## config.mk

```make
export PLATFORM = sky130hd
export DESIGN_NAME = tab_record_field_parser_unit
export DESIGN_NICKNAME = d
export VERILOG_FILES = /design/src/hw/rtl/trfp_pkg.sv /design/src/hw/rtl/tab_record_field_parser_unit.sv
export VERILOG_INCLUDE_DIRS = /design/src /design/src/hw/rtl
export SDC_FILE = /design/constraint.sdc
export NUM_CORES = 1
export LEC_CHECK = 0
export ABC_AREA = 0
export BUFFER_PORTS_ARGS = -buffer_cell sky130_fd_sc_hd__buf_2
export CAP_MARGIN = 20
export CORE_UTILIZATION = 61
export CTS_BUF_LIST = sky130_fd_sc_hd__clkbuf_8
export DETAILED_ROUTE_END_ITERATION = 6
export PLACE_DENSITY_LB_ADDON = 0.08
export SETUP_SLACK_MARGIN = 0.1
export SLEW_MARGIN = 5
export SYNTH_ARGS = -nofsm -noshare
export SYNTH_HDL_FRONTEND = slang
export SYNTH_SLANG_ARGS = --single-unit
```

## constraint.sdc

```tcl
create_clock -name i_clk -period 7.4 [get_ports i_clk]
set_input_delay 1.85 -clock i_clk [delete_from_list [all_inputs] [get_ports i_clk]]
set_output_delay 1.85 -clock i_clk [all_outputs]
set_load 0.03 [all_outputs]
```

## src/hw/rtl/tab_record_field_parser_unit_assert.svh

```systemverilog
// Assertion helpers for the record field parser.
// Every check is clocked on i_clk and is switched off while i_rst_n is low.
`ifndef TAB_RECORD_FIELD_PARSER_UNIT_ASSERT_SVH
`define TAB_RECORD_FIELD_PARSER_UNIT_ASSERT_SVH

// Same-cycle implication
`define TRFP_ASSERT_NOW(label, ante, cons, msg) \
    label: assert property (@(posedge i_clk) disable iff (!i_rst_n) \
        (ante) |-> (cons)) else $error(msg);

// Next-cycle implication
`define TRFP_ASSERT_NEXT(label, ante, cons, msg) \
    label: assert property (@(posedge i_clk) disable iff (!i_rst_n) \
        (ante) |=> (cons)) else $error(msg);

`endif

```

## src/hw/rtl/trfp_pkg.sv

```systemverilog
`default_nettype none

package trfp_pkg;

    // Byte codes
    localparam logic [7:0] NUL_BYTE   = 8'h00;
    localparam logic [7:0] TAB_BYTE   = 8'h09;
    localparam logic [7:0] LF_BYTE    = 8'h0A;
    localparam logic [7:0] CR_BYTE    = 8'h0D;
    localparam logic [7:0] SPACE_BYTE = 8'h20;
    localparam logic [7:0] PLUS_BYTE  = 8'h2B;
    localparam logic [7:0] MINUS_BYTE = 8'h2D;
    localparam logic [7:0] ZERO_BYTE  = 8'h30;
    localparam logic [7:0] NINE_BYTE  = 8'h39;
    localparam logic [7:0] UPPER_X    = 8'h58;
    localparam logic [7:0] LOWER_X    = 8'h78;
    localparam logic [7:0] UPPER_Y    = 8'h59;
    localparam logic [7:0] LOWER_Y    = 8'h79;

    // Chromosome codes for the sex chromosomes
    localparam logic signed [31:0] CHROM_X = 32'sd23;
    localparam logic signed [31:0] CHROM_Y = 32'sd24;

    // Field numbers of interest
    localparam logic [3:0] FIELD_CHROM = 4'd0;
    localparam logic [3:0] FIELD_POS   = 4'd1;
    localparam logic [3:0] FIELD_REF   = 4'd3;
    localparam logic [3:0] FIELD_ALT   = 4'd4;
    localparam logic [3:0] FIELD_NAME  = 4'd8;
    localparam logic [3:0] FIELD_MAX   = 4'd15;

    // Number conversion phases (code 3 behaves as done)
    localparam logic [1:0] PH_SKIP   = 2'd0;
    localparam logic [1:0] PH_DIGITS = 2'd1;
    localparam logic [1:0] PH_DONE   = 2'd2;

    // Result kinds
    localparam logic KIND_NAME    = 1'b0;
    localparam logic KIND_SUMMARY = 1'b1;

    // Result queue
    localparam int QUEUE_DEPTH = 4;
    localparam int QPTR_W      = $clog2(QUEUE_DEPTH);
    localparam int QCNT_W      = $clog2(QUEUE_DEPTH + 1);

    // Saturation limits on the widened sum
    localparam logic signed [35:0] SAT_HI = 36'sd2147483647;
    localparam logic signed [35:0] SAT_LO = -36'sd2147483648;

    typedef struct packed {
        logic [7:0] text_byte;
        logic       line_last;
    } t_in_item;

    typedef struct packed {
        logic              item_kind;
        logic [7:0]        name_byte;
        logic signed [31:0] chromosome;
        logic signed [31:0] position;
        logic [7:0]        ref_base;
        logic [7:0]        alt_base;
        logic              record_done;
    } t_out_item;

    typedef struct packed {
        logic signed [31:0] value;
        logic [1:0]         phase;
        logic               neg;
    } t_dec;

    // v * 10 +/- d, saturated to 32 bits
    function automatic logic signed [31:0] times_ten_plus(
        input logic signed [31:0] v,
        input logic               neg,
        input logic [3:0]         d
    );
        logic signed [35:0] w;
        logic signed [35:0] t;
        logic signed [35:0] dw;
        begin
            w  = {{4{v[31]}}, v};
            dw = $signed({32'd0, d});
            t  = (w <<< 3) + (w <<< 1);
            t  = neg ? (t - dw) : (t + dw);
            if (t > SAT_HI) begin
                times_ten_plus = 32'sh7FFF_FFFF;
            end else if (t < SAT_LO) begin
                times_ten_plus = 32'sh8000_0000;
            end else begin
                times_ten_plus = t[31:0];
            end
        end
    endfunction

    // One byte of atoi-style conversion
    function automatic t_dec decimal_step(input t_dec s, input logic [7:0] b);
        t_dec r;
        logic dig;
        logic blank;
        begin
            r     = s;
            dig   = (b >= ZERO_BYTE) && (b <= NINE_BYTE);
            blank = (b == SPACE_BYTE) || ((b >= LF_BYTE) && (b <= CR_BYTE));
            if (s.phase == PH_SKIP) begin
                if (blank) begin
                    r = s;
                end else if (b == PLUS_BYTE) begin
                    r.phase = PH_DIGITS;
                end else if (b == MINUS_BYTE) begin
                    r.phase = PH_DIGITS;
                    r.neg   = 1'b1;
                end else if (dig) begin
                    r.phase = PH_DIGITS;
                    r.value = times_ten_plus(s.value, s.neg, b[3:0]);
                end else begin
                    r.phase = PH_DONE;
                end
            end else if (s.phase == PH_DIGITS) begin
                if (dig) begin
                    r.value = times_ten_plus(s.value, s.neg, b[3:0]);
                end else begin
                    r.phase = PH_DONE;
                end
            end
            decimal_step = r;
        end
    endfunction

endpackage

`default_nettype wire

```

## src/hw/rtl/tab_record_field_parser_unit.sv

```systemverilog
// Record field parser: takes one byte of a tab-separated variant record per
// request and returns the sample-name bytes of field 8 as they arrive, then a
// summary (chromosome, position, first REF and ALT bytes) after the byte
// flagged line_last. Bytes are taken one per cycle while the result queue has
// room; each is held in an input register, parsed and its results pushed into
// a four-entry result queue. The output side delivers one result per cycle
// while the receiver is ready, so the sustained rate is one byte per cycle,
// except that a final byte that is also a name byte yields two results and
// takes an extra output slot. A NUL byte ends the record text early; the
// summary still follows the flagged byte, after which all state is cleared.
`default_nettype none

module tab_record_field_parser_unit (
    input  wire                   i_clk,
    input  wire                   i_rst_n,
    input  wire                   i_in_valid,
    output logic                  o_in_ready,
    input  trfp_pkg::t_in_item    i_in_data,
    output logic                  o_out_valid,
    input  wire                   i_out_ready,
    output trfp_pkg::t_out_item   o_out_data
);

    localparam int QPTR_W = trfp_pkg::QPTR_W;
    localparam int QCNT_W = trfp_pkg::QCNT_W;

    // Input register
    logic               r_in_valid;
    trfp_pkg::t_in_item r_in;

    // Parser state
    logic [3:0]         r_field;
    logic               r_at_start;
    logic [1:0]         r_phase;
    logic               r_neg;
    logic signed [31:0] r_chrom;
    logic signed [31:0] r_pos;
    logic [7:0]         r_ref;
    logic [7:0]         r_alt;
    logic               r_ended;

    logic [3:0]         n_field;
    logic               n_at_start;
    logic [1:0]         n_phase;
    logic               n_neg;
    logic signed [31:0] n_chrom;
    logic signed [31:0] n_pos;
    logic [7:0]         n_ref;
    logic [7:0]         n_alt;
    logic               n_ended;

    // Result queue
    trfp_pkg::t_out_item r_queue [trfp_pkg::QUEUE_DEPTH];
    logic [QPTR_W-1:0]   r_wr_ptr;
    logic [QPTR_W-1:0]   r_rd_ptr;
    logic [QCNT_W-1:0]   r_count;

    logic                fire;
    logic                pop;
    logic [1:0]          n_push;
    logic                name_hit;
    trfp_pkg::t_out_item res0;
    trfp_pkg::t_out_item res1;
    trfp_pkg::t_out_item name_item;
    trfp_pkg::t_out_item sum_item;
    trfp_pkg::t_dec      dec_in;
    trfp_pkg::t_dec      dec_out;
    logic [7:0]          b;

    // Handshake
    assign pop         = o_out_valid && i_out_ready;
    assign o_out_valid = (r_count != '0);
    assign o_out_data  = r_queue[r_rd_ptr];
    assign fire        = r_in_valid &&
                         ((r_count - QCNT_W'(pop)) <= QCNT_W'(trfp_pkg::QUEUE_DEPTH - 2));
    assign o_in_ready  = !r_in_valid || fire;
    assign b           = r_in.text_byte;

    // Shared decimal converter, fed from the field being read
    always_comb begin
        dec_in.value = (r_field == trfp_pkg::FIELD_CHROM) ? r_chrom : r_pos;
        dec_in.phase = r_phase;
        dec_in.neg   = r_neg;
        dec_out      = trfp_pkg::decimal_step(dec_in, b);
    end

    // Per-byte parse
    always_comb begin
        n_field    = r_field;
        n_at_start = r_at_start;
        n_phase    = r_phase;
        n_neg      = r_neg;
        n_chrom    = r_chrom;
        n_pos      = r_pos;
        n_ref      = r_ref;
        n_alt      = r_alt;
        n_ended    = r_ended;
        name_hit   = 1'b0;
        if (!r_ended) begin
            if (b == trfp_pkg::NUL_BYTE) begin
                n_ended = 1'b1;
            end else if (b == trfp_pkg::TAB_BYTE) begin
                if (r_at_start && r_field == trfp_pkg::FIELD_REF) begin
                    n_ref = trfp_pkg::TAB_BYTE;
                end
                if (r_at_start && r_field == trfp_pkg::FIELD_ALT) begin
                    n_alt = trfp_pkg::TAB_BYTE;
                end
                if (r_field != trfp_pkg::FIELD_MAX) begin
                    n_field = r_field + 4'd1;
                end
                n_at_start = 1'b1;
                n_phase    = trfp_pkg::PH_SKIP;
                n_neg      = 1'b0;
            end else begin
                if (r_field == trfp_pkg::FIELD_CHROM) begin
                    if (r_at_start && (b == trfp_pkg::UPPER_X || b == trfp_pkg::LOWER_X)) begin
                        n_chrom = trfp_pkg::CHROM_X;
                        n_phase = trfp_pkg::PH_DONE;
                    end else if (r_at_start &&
                                 (b == trfp_pkg::UPPER_Y || b == trfp_pkg::LOWER_Y)) begin
                        n_chrom = trfp_pkg::CHROM_Y;
                        n_phase = trfp_pkg::PH_DONE;
                    end else begin
                        n_chrom = dec_out.value;
                        n_phase = dec_out.phase;
                        n_neg   = dec_out.neg;
                    end
                end else if (r_field == trfp_pkg::FIELD_POS) begin
                    n_pos   = dec_out.value;
                    n_phase = dec_out.phase;
                    n_neg   = dec_out.neg;
                end else if (r_field == trfp_pkg::FIELD_REF && r_at_start) begin
                    n_ref = b;
                end else if (r_field == trfp_pkg::FIELD_ALT && r_at_start) begin
                    n_alt = b;
                end else if (r_field == trfp_pkg::FIELD_NAME) begin
                    name_hit = 1'b1;
                end
                n_at_start = 1'b0;
            end
        end
    end

    // Result assembly: name byte first, summary second
    always_comb begin
        name_item             = '0;
        name_item.item_kind   = trfp_pkg::KIND_NAME;
        name_item.name_byte   = b;

        sum_item              = '0;
        sum_item.item_kind    = trfp_pkg::KIND_SUMMARY;
        sum_item.chromosome   = n_chrom;
        sum_item.position     = n_pos;
        sum_item.ref_base     = n_ref;
        sum_item.alt_base     = n_alt;
        sum_item.record_done  = 1'b1;

        res0   = name_hit ? name_item : sum_item;
        res1   = sum_item;
        n_push = 2'(name_hit) + 2'(r_in.line_last);
    end

    // Input register
    always_ff @(posedge i_clk) begin
        if (!i_rst_n) begin
            r_in_valid <= 1'b0;
        end else if (o_in_ready) begin
            r_in_valid <= i_in_valid;
        end
        if (o_in_ready && i_in_valid) begin
            r_in <= i_in_data;
        end
    end

    // Parser state, cleared after every summary
    always_ff @(posedge i_clk) begin
        if (!i_rst_n || (fire && r_in.line_last)) begin
            r_field    <= '0;
            r_at_start <= 1'b1;
            r_phase    <= trfp_pkg::PH_SKIP;
            r_neg      <= 1'b0;
            r_chrom    <= '0;
            r_pos      <= '0;
            r_ref      <= '0;
            r_alt      <= '0;
            r_ended    <= 1'b0;
        end else if (fire) begin
            r_field    <= n_field;
            r_at_start <= n_at_start;
            r_phase    <= n_phase;
            r_neg      <= n_neg;
            r_chrom    <= n_chrom;
            r_pos      <= n_pos;
            r_ref      <= n_ref;
            r_alt      <= n_alt;
            r_ended    <= n_ended;
        end
    end

    // Result queue storage
    always_ff @(posedge i_clk) begin
        if (fire && n_push != 2'd0) begin
            r_queue[r_wr_ptr] <= res0;
        end
        if (fire && n_push == 2'd2) begin
            r_queue[r_wr_ptr + QPTR_W'(1)] <= res1;
        end
    end

    // Result queue pointers
    always_ff @(posedge i_clk) begin
        if (!i_rst_n) begin
            r_wr_ptr <= '0;
            r_rd_ptr <= '0;
            r_count  <= '0;
        end else begin
            if (fire) begin
                r_wr_ptr <= r_wr_ptr + QPTR_W'(n_push);
            end
            if (pop) begin
                r_rd_ptr <= r_rd_ptr + QPTR_W'(1);
            end
            r_count <= r_count + (fire ? QCNT_W'(n_push) : QCNT_W'(0)) - QCNT_W'(pop);
        end
    end

`include "tab_record_field_parser_unit_assert.svh"

    `TRFP_ASSERT_NOW(a_queue_bound, 1'b1, r_count <= QCNT_W'(trfp_pkg::QUEUE_DEPTH), "result queue overfilled")
    `TRFP_ASSERT_NEXT(a_count_track, 1'b1, r_count == $past(r_count) + (($past(fire)) ? QCNT_W'($past(n_push)) : QCNT_W'(0)) - QCNT_W'($past(pop)), "queue count drifted")
    `TRFP_ASSERT_NEXT(a_clear_after_sum, fire && r_in.line_last, r_field == '0 && r_at_start && !r_ended, "state not cleared after summary")
    `TRFP_ASSERT_NOW(a_summary_marked, o_out_valid && o_out_data.item_kind == trfp_pkg::KIND_SUMMARY, o_out_data.record_done, "summary without record_done")
    `TRFP_ASSERT_NOW(a_name_in_field, fire && name_hit, r_field == trfp_pkg::FIELD_NAME && !r_ended, "name byte outside sample field")

endmodule

`default_nettype wire

```

==> impl_summary.log, run 1 <==
[metrics] clock network latency to the later pin of the worst-skew pair: 650 ps
[metrics] switching pwr: 2.65 mW
[metrics] number of global-route vias before repair: 17,634
[metrics] initial antenna violation count: 0
[metrics] buffer depth of the longest clock path: 3
[metrics] leading area contributor after synthesis: sky130_fd_sc_hd__edfxtp_1
[metrics] Syn Std Cell Area: 25,000 um2
[metrics] cell area power density: 271 nW/um2
[metrics] area share of the leading cell type in the synthesized netlist: 39.5%
[metrics] Post-Route Skew: 35.8 ps
[metrics] critical path launch point type: flip-flop
[metrics] worst path arrival time: 7340 ps
[metrics] final std cells w/o fill: 2,939
[metrics] Initial DRC Count: 1,947
[metrics] path depth of the worst reg2reg path: 24
[metrics] post-route ant nets: 0
[metrics] Pins Over Slew Limit: 0
[metrics] number of register bits inferred by synthesis: 464
[metrics] critical path data required time: 7760 ps
[metrics] leading cell types by total area after synthesis: sky130_fd_sc_hd__edfxtp_1 40%, sky130_fd_sc_hd__dfxtp_1 11%, sky130_fd_sc_hd__mux4_2 8.0%
[metrics] highest attainable clock frequency: 143 MHz
[metrics] GR peak layer: met1
[metrics] prevailing post-synth register cell: sky130_fd_sc_hd__edfxtp_1
[metrics] maximum number of pins on one net before global-route repair: 82
[metrics] Vias: 18,799
[metrics] Die Ht: 204 um
[metrics] starting density of the core: 62.3%
[metrics] global-route wire length before repair: 102,000 um
[metrics] Max FO, Critical Path: 42
[metrics] nature of the critical path endpoint: flip-flop
[metrics] final net count: 2,419
[metrics] worst hold path stage count: 2
[metrics] Diodes inserted: 0
[metrics] number of hold-repair buffers added at the cts stage: 0
[metrics] final worst path period need: 6980 ps
[metrics] M2 GR Usage: 46.2%
[metrics] worst-margin pin slew: 1140 ps
[metrics] Overall Global Routing Usage: 32.0%
[metrics] synthesized area per cell: 10.9 um2
[metrics] outcome: finished with violations
[metrics] number of CTS-inserted buffers: 76
[metrics] leading cell types in the layout, fill and taps excluded: 420 x sky130_fd_sc_hd__nor2_1, 329 x sky130_fd_sc_hd__edfxtp_1, 183 x sky130_fd_sc_hd__nand2_1
[metrics] grt met1 use: 48.1%
[metrics] HPWL after detailed placement: 43,500 um
[metrics] post-DR wirelength/cell: 22.5 um
[metrics] number of distinct library cell variants in the gate-level netlist after synthesis: 91
[metrics] via/cell ratio: 6.40
[metrics] leakage power summed over all cells: 9.93 nW
[metrics] sequential-to-total area share from yosys stat: 50.3%
[metrics] post-synth net total: 2,359
[metrics] number of enable-type register cells in the synthesized netlist: 329
[metrics] sequential cell fraction of total power: 40.9%
[metrics] Total Negative Setup Slacks: 0 ps
[metrics] number of rows created at floorplan: 73
[metrics] Comb pwr share: 29.0%
[metrics] detailed-route DRC error count: 1
[metrics] standard cell core area: 40,100 um2
[metrics] fraction of power spent switching nets: 35.5%
[metrics] most frequent standard cell in the layout excluding fill and tap cells: sky130_fd_sc_hd__nor2_1
[metrics] Clock transition at path regs: 60 ps
[metrics] Async S/R FF share, synth: 0%
[metrics] wire length reported by the detailed router: 66,100 um
[metrics] cell chosen for the clock root: sky130_fd_sc_hd__clkbuf_8
[metrics] H-tree lvl count: 3
[metrics] Clock Power Share: 30.1%
[metrics] HP Class: reg2reg
[metrics] share of final-layout standard cells stronger than drive strength 1: 19.7%
[metrics] number of sinks handled by clock tree synthesis: 464
[metrics] critical path start-end classification: reg2reg
[metrics] period utilisation layout: 94.3%
[metrics] total setup violations reported at the end of the flow: 0
[metrics] placed instance count: 2,799
[metrics] CTS tree: done
[metrics] Yosys warning count: 0
[metrics] violated checks: design-rule violations
[metrics] Global Route met3 Usage: 8.45%
[metrics] input/output buffers: 104
[metrics] area of the die: 41,800 um2
[metrics] unrepaired setup endpoints after global routing: no
[metrics] global placer's final weighted congestion: 0.917
[metrics] Hold Vio Cnt, Final: 0
[metrics] worst-case vdd ir drop: 0.000352 V
[metrics] headroom to the max-slew limit: 23.8%
[metrics] die width: 204 um
[metrics] number of instances in the synthesized netlist: 2,296
[metrics] Cell Int Power: 4.82 mW
[metrics] number of search-and-repair iterations in the first detailed-routing pass: 7
[metrics] Area Overhead vs Synth: 10.2%
[metrics] total congestion overflow after global routing: 0
[metrics] Max Cap Violations: 0
[metrics] number of primary I/O pins: 105
## cell usage after synthesis (all sizes together) (6+ instances only)
cell type,number
nor2,423
edfxtp,329
nand2,184
a21oi,156
dfxtp,135
clkbuf,121
mux4,89
nand3,76
a22oi,62
inv,62
nor3,55
ha,46
o21ai,46
buf,41
xnor2,41
mux2i,40
and3,38
o211ai,38
nand4,34
a22o,33
xor2,28
and2,23
or3,18
a211oi,17
a21o,16
a31oi,13
o22ai,13
nor4,12
nor2b,9
nand2b,8
or2,6
## metrics by stage
stage	util [%]	instance area (um2)	hold slack [ps]	power, mW	setup slack, ps
after detailed placement	64.7	25900	440	5.27	300
after floorplan	-	25000	418	4.69	879
after CTS	68.5	27500	450	7.50	219
final	68.7	27600	453	7.47	419
after global placement	64.7	25900	428	5.24	450
after global routing	68.7	27600	474	7.77	99.8
## worst paths after layout
path | from | slack [ps] | endpoint
worst max register to register | r_field[0] | 420 | r_queue[3][17]
worst min register to register | r_queue[0][0] | 450 | r_queue[0][0]
worst max-delay path | r_field[0] | 420 | r_queue[3][17]
worst min-delay path | r_queue[0][0] | 450 | r_queue[0][0]
## state kept, by name, summed over array words and instances, names as in the netlist, named ones only
signal and count:
r_queue 356, r_chrom 32, r_pos 32, b 8, r_alt 8, r_ref 8, r_field 4, r_count 3
r_phase 2, r_rd_ptr 2, r_wr_ptr 2, r_at_start 1, r_ended 1, r_in 1, r_in_valid 1, r_neg 1
## power groups by stage
| stage | Sequential, mW | Combinational [mW] | Clock (mW) |
|---|---|---|---|
| final | 3.06 | 2.17 | 2.25 |
| after global routing | 3.08 | 2.31 | 2.39 |
| after CTS | 3.06 | 2.16 | 2.28 |
| after detailed placement | 3.11 | 2.15 | 0 |
| after global placement | 3.11 | 2.13 | 0 |
| after floorplan | 2.99 | 1.69 | 0 |
## critical path, cell delays in order, from the launching register on
cell                       delay, ps
sky130_fd_sc_hd__dfxtp_1         340
sky130_fd_sc_hd__inv_1           100
sky130_fd_sc_hd__ha_1            290
sky130_fd_sc_hd__nor3b_4         250
sky130_fd_sc_hd__buf_4           160
sky130_fd_sc_hd__buf_12          260
sky130_fd_sc_hd__mux2i_1         340
sky130_fd_sc_hd__inv_1           130
sky130_fd_sc_hd__ha_1            420
sky130_fd_sc_hd__and2_0          360
sky130_fd_sc_hd__nand3_1         180
sky130_fd_sc_hd__nand2b_1        220
sky130_fd_sc_hd__a2111o_1        430
sky130_fd_sc_hd__and2_4          200
sky130_fd_sc_hd__xnor2_4         150
sky130_fd_sc_hd__nor2_1           90
sky130_fd_sc_hd__or4b_1          590
sky130_fd_sc_hd__nor3_1          230
sky130_fd_sc_hd__a21oi_1         100
sky130_fd_sc_hd__xnor2_2         200
sky130_fd_sc_hd__o41ai_4         450
sky130_fd_sc_hd__buf_12          360
sky130_fd_sc_hd__o211ai_2        230
sky130_fd_sc_hd__a22oi_2         430
sky130_fd_sc_hd__nor2_1           80
## layer usage
metal | wire, um | part of all wire, % | up-vias
met5 | 0 | 0 | -
met4 | 847 | 1.3 | 0
met3 | 6740 | 10 | 74
met2 | 29200 | 44 | 907
met1 | 29300 | 44 | 9217
li1 | - | - | 8601
## kinds of logic (layout without fill, tap and decap cells)
| kind of cell | after synthesis | in the layout | share of synthesized area, % |
|---|---|---|---|
| simple gates | 915 | 915 | 16.5 |
| flops | 464 | 464 | 50.3 |
| xor+xnor | 69 | 69 | 2.64 |
| compound gates | 440 | 440 | 14.4 |
| mux | 132 | 132 | 9.75 |
| buf+inv | 224 | 342 | 3.67 |
| fa+ha+maj | 52 | 52 | 2.70 |
## final cells by class
| type | instances | area, um2 |
|---|---|---|
| well taps | 525 | 657 |
| clock buffers | 85 | 1170 |
| clock inverters | 51 | 355 |
| fillers | 2995 | 12500 |
| flip-flops and latches | 464 | 12600 |
| inverters | 62 | 238 |
| multi-input cells | 1608 | 11600 |
| repair buffers | 144 | 933 |
## timing repair
item | 4_1_cts | 5_1_grt
setup endpoints to repair | 0 | 250
setup buffers | 0 | 3
gates resized for setup | 0 | 7
No activity file was read; power rests on OpenSTA's default activity.
==> inputs of run 2 (changes only) <==
- PLACE_DENSITY_LB_ADDON: 0.08 -> 0.12
==> impl_summary.log, run 2 (synthesis results as in run 1) <==
[metrics] worst path arrival time: 7340 ps (about the same)
[metrics] critical path launch point type: flip-flop
[metrics] timing endpoint of the critical path: r_queue[3][53]
[metrics] unrepaired setup endpoints after global routing: no
[metrics] final net count: 2,414 (-0.21%)
[metrics] Post-Route Skew: 26.5 ps (-9.32 ps)
[metrics] Max Cap Violations: 0 (unchanged)
[metrics] buffer depth of the longest clock path: 3 (unchanged)
[metrics] most frequent standard cell in the layout excluding fill and tap cells: sky130_fd_sc_hd__nor2_1
[metrics] final worst path period need: 6980 ps (-3.58 ps)
[metrics] period utilisation layout: 94.3% (about the same)
[metrics] Overall Global Routing Usage: 32.7% (+0.65 points)
[metrics] HP Class: reg2reg
[metrics] cell area power density: 267 nW/um2 (-1.7%)
[metrics] total setup violations reported at the end of the flow: 0 (unchanged)
[metrics] Pins Over Slew Limit: 0 (unchanged)
[metrics] standard cell core area: 40,100 um2 (unchanged)
[metrics] Vias: 19,178 (+2.0%)
[metrics] die width: 204 um (unchanged)
[metrics] clock network latency to the later pin of the worst-skew pair: 650 ps (about the same)
[metrics] number of CTS-inserted buffers: 76 (unchanged)
[metrics] max reg flops: 356 (unchanged)
[metrics] total congestion overflow after global routing: 0 (unchanged)
[metrics] Die Ht: 204 um (unchanged)
[metrics] via/cell ratio: 6.54 (+2.2%)
[metrics] starting density of the core: 62.3% (unchanged)
[metrics] leakage power summed over all cells: 9.88 nW (-0.54%)
[metrics] Design Power: 7.32 mW (-2.0%)
[metrics] Total Negative Setup Slacks: 0 ps (unchanged)
[metrics] number of global-route vias before repair: 18,282 (+3.7%)
[metrics] start of the worst register-to-register path: r_field[0]
[metrics] post-route ant nets: 0 (unchanged)
[metrics] worst-case vdd ir drop: 0.000252 V (-29%)
[metrics] number of rows created at floorplan: 73 (unchanged)
[metrics] share of final-layout standard cells stronger than drive strength 1: 19.5% (-0.24 points)
[metrics] leading cell types in the layout, fill and taps excluded: 420 x sky130_fd_sc_hd__nor2_1, 329 x sky130_fd_sc_hd__edfxtp_1, 183 x sky130_fd_sc_hd__nand2_1
[metrics] Post-DP Area: 26,000 um2 (about the same)
[metrics] registers with the highest flip-flop counts: r_queue (356), r_chrom (32), r_pos (32)
[metrics] headroom to the max-slew limit: 32.4% (+8.5 points)
[metrics] area of the die: 41,800 um2 (unchanged)
[metrics] cell chosen for the clock root: sky130_fd_sc_hd__clkbuf_8
[metrics] number of search-and-repair iterations in the first detailed-routing pass: 6 (-1)
[metrics] post-DR wirelength/cell: 23.0 um (+2.1%)
[metrics] path depth of the worst reg2reg path: 25 (+4.2%)
[metrics] HPWL after detailed placement: 43,500 um (about the same)
[metrics] detailed-route DRC error count: 0 (-1)
[metrics] global-route wire length before repair: 104,000 um (+2.5%)
[metrics] design area: 27,500 um2 (-0.37%)
[metrics] critical path start-end classification: reg2reg
[metrics] utilization after layout: 68.5% (-0.25 points)
[metrics] number of sinks handled by clock tree synthesis: 464 (unchanged)
[metrics] Max FO, Critical Path: 31 (-26%)
[metrics] H-tree lvl count: 3 (unchanged)
[metrics] worst r2r dst: r_queue[3][53]
[metrics] delay of the slowest cell on the worst path: 510 ps (-80 ps)
[metrics] CTS tree: done
[metrics] critical path data required time: 7770 ps (about the same)
[metrics] maximum number of pins on one net before global-route repair: 82 (unchanged)
[metrics] Initial DRC Count: 2,155 (+11%)
[metrics] number of hold-repair buffers added at the cts stage: 0 (unchanged)
[metrics] outcome: finished clean
[metrics] Hold Vio Cnt, Final: 0 (unchanged)
[metrics] worst-margin pin slew: 1010 ps (-128 ps)
[metrics] launching element of the worst setup path: r_field[0]
[metrics] slack of the worst reg-to-reg path: 420 ps (about the same)
[metrics] highest attainable clock frequency: 143 MHz (about the same)
[metrics] wire length reported by the detailed router: 67,400 um (+1.9%)
[metrics] Clock transition at path regs: 60 ps (about the same)
[metrics] number of primary I/O pins: 105 (unchanged)
[metrics] Area Overhead vs Synth: 9.83%
[metrics] most flop-heavy register: r_queue
[metrics] Worst path slowest cell: sky130_fd_sc_hd__a2111o_1
[metrics] most frequent CP cell: sky130_fd_sc_hd__inv_1
[metrics] global placer's final weighted congestion: 0.948 (+3.4%)
[metrics] initial antenna violation count: 0 (unchanged)
[metrics] nature of the critical path endpoint: flip-flop
[metrics] input/output buffers: 104 (unchanged)
[metrics] worst hold-check slack: 447 ps (-6.89 ps)
==> run 2: layout make-up <==
| type | instances | area [um2] |
|---|---|---|
| diodes | 1 | 2.50 |
| clock buffers | 87 | 1200 |
| clock inverters | 48 | 205 |
| fillers | 2995 | 12600 |
| inverters | 62 | 238 |
| multi-input cells | 1608 | 11700 |
| flip-flops and latches | 464 | 12600 |
| well taps | 525 | 657 |
| repair buffers | 139 | 912 |
==> run 2: timing repair <==
action,in CTS,in global routing
endpoints found under the setup margin,0,268
gates resized for setup,0,17
hold endpoints to repair,0,0
buffers inserted,0,0
==> run 2: power by group <==
| part | total [mW] | switching (mW) | leakage (nW) | internal (mW) |
|---|---|---|---|---|
| combinational | 2.21 | 1.50 | 4.74 | 0.716 |
| sequential | 3.02 | 0.113 | 4.31 | 2.90 |
| clock | 2.09 | 1.02 | 0.827 | 1.07 |
==> run 2: metrics by stage <==
stage	worst slack [ps]	cells
finish	423	2934
global route	83.5	2933
CTS	360	2932
detailed placement	372	2797
global placement	559	2797
floorplan	879	2296
==> run 2: worst max-delay path, delay by kind of cell (launching register included) <==
family	cells	cell delay [ps]
compound gates	8	2540
simple gates	7	1570
buf+inv	5	980
fa+ha+maj	3	930
flops	1	340
xor+xnor	1	210
mux	1	90
==> run 2: worst min path at each step <==
stage	start	end	slack (ps)	cells after the start
6_report	r_queue[2][0]	r_queue[2][0]	450	2
5_1_grt	r_queue[1][0]	r_queue[1][0]	460	2
4_1_cts	r_queue[2][0]	r_queue[2][0]	450	2
3_5_place_dp	r_queue[2][0]	r_queue[2][0]	440	2
3_3_place_gp	r_queue[0][0]	r_queue[0][0]	430	2
2_1_floorplan	r_queue[1][0]	r_queue[1][0]	420	2
==> run 2: per-layer routing <==
| metal | global-route usage, % | vias up | share of wire (%) |
|---|---|---|---|
| li1 | - | 8594 | - |
| met1 | 48.4 | 9447 | 43 |
| met2 | 50.0 | 1037 | 45 |
| met3 | 5.25 | 100 | 10 |
| met4 | 8.45 | 0 | 1.8 |
| met5 | 0 | - | 0 |
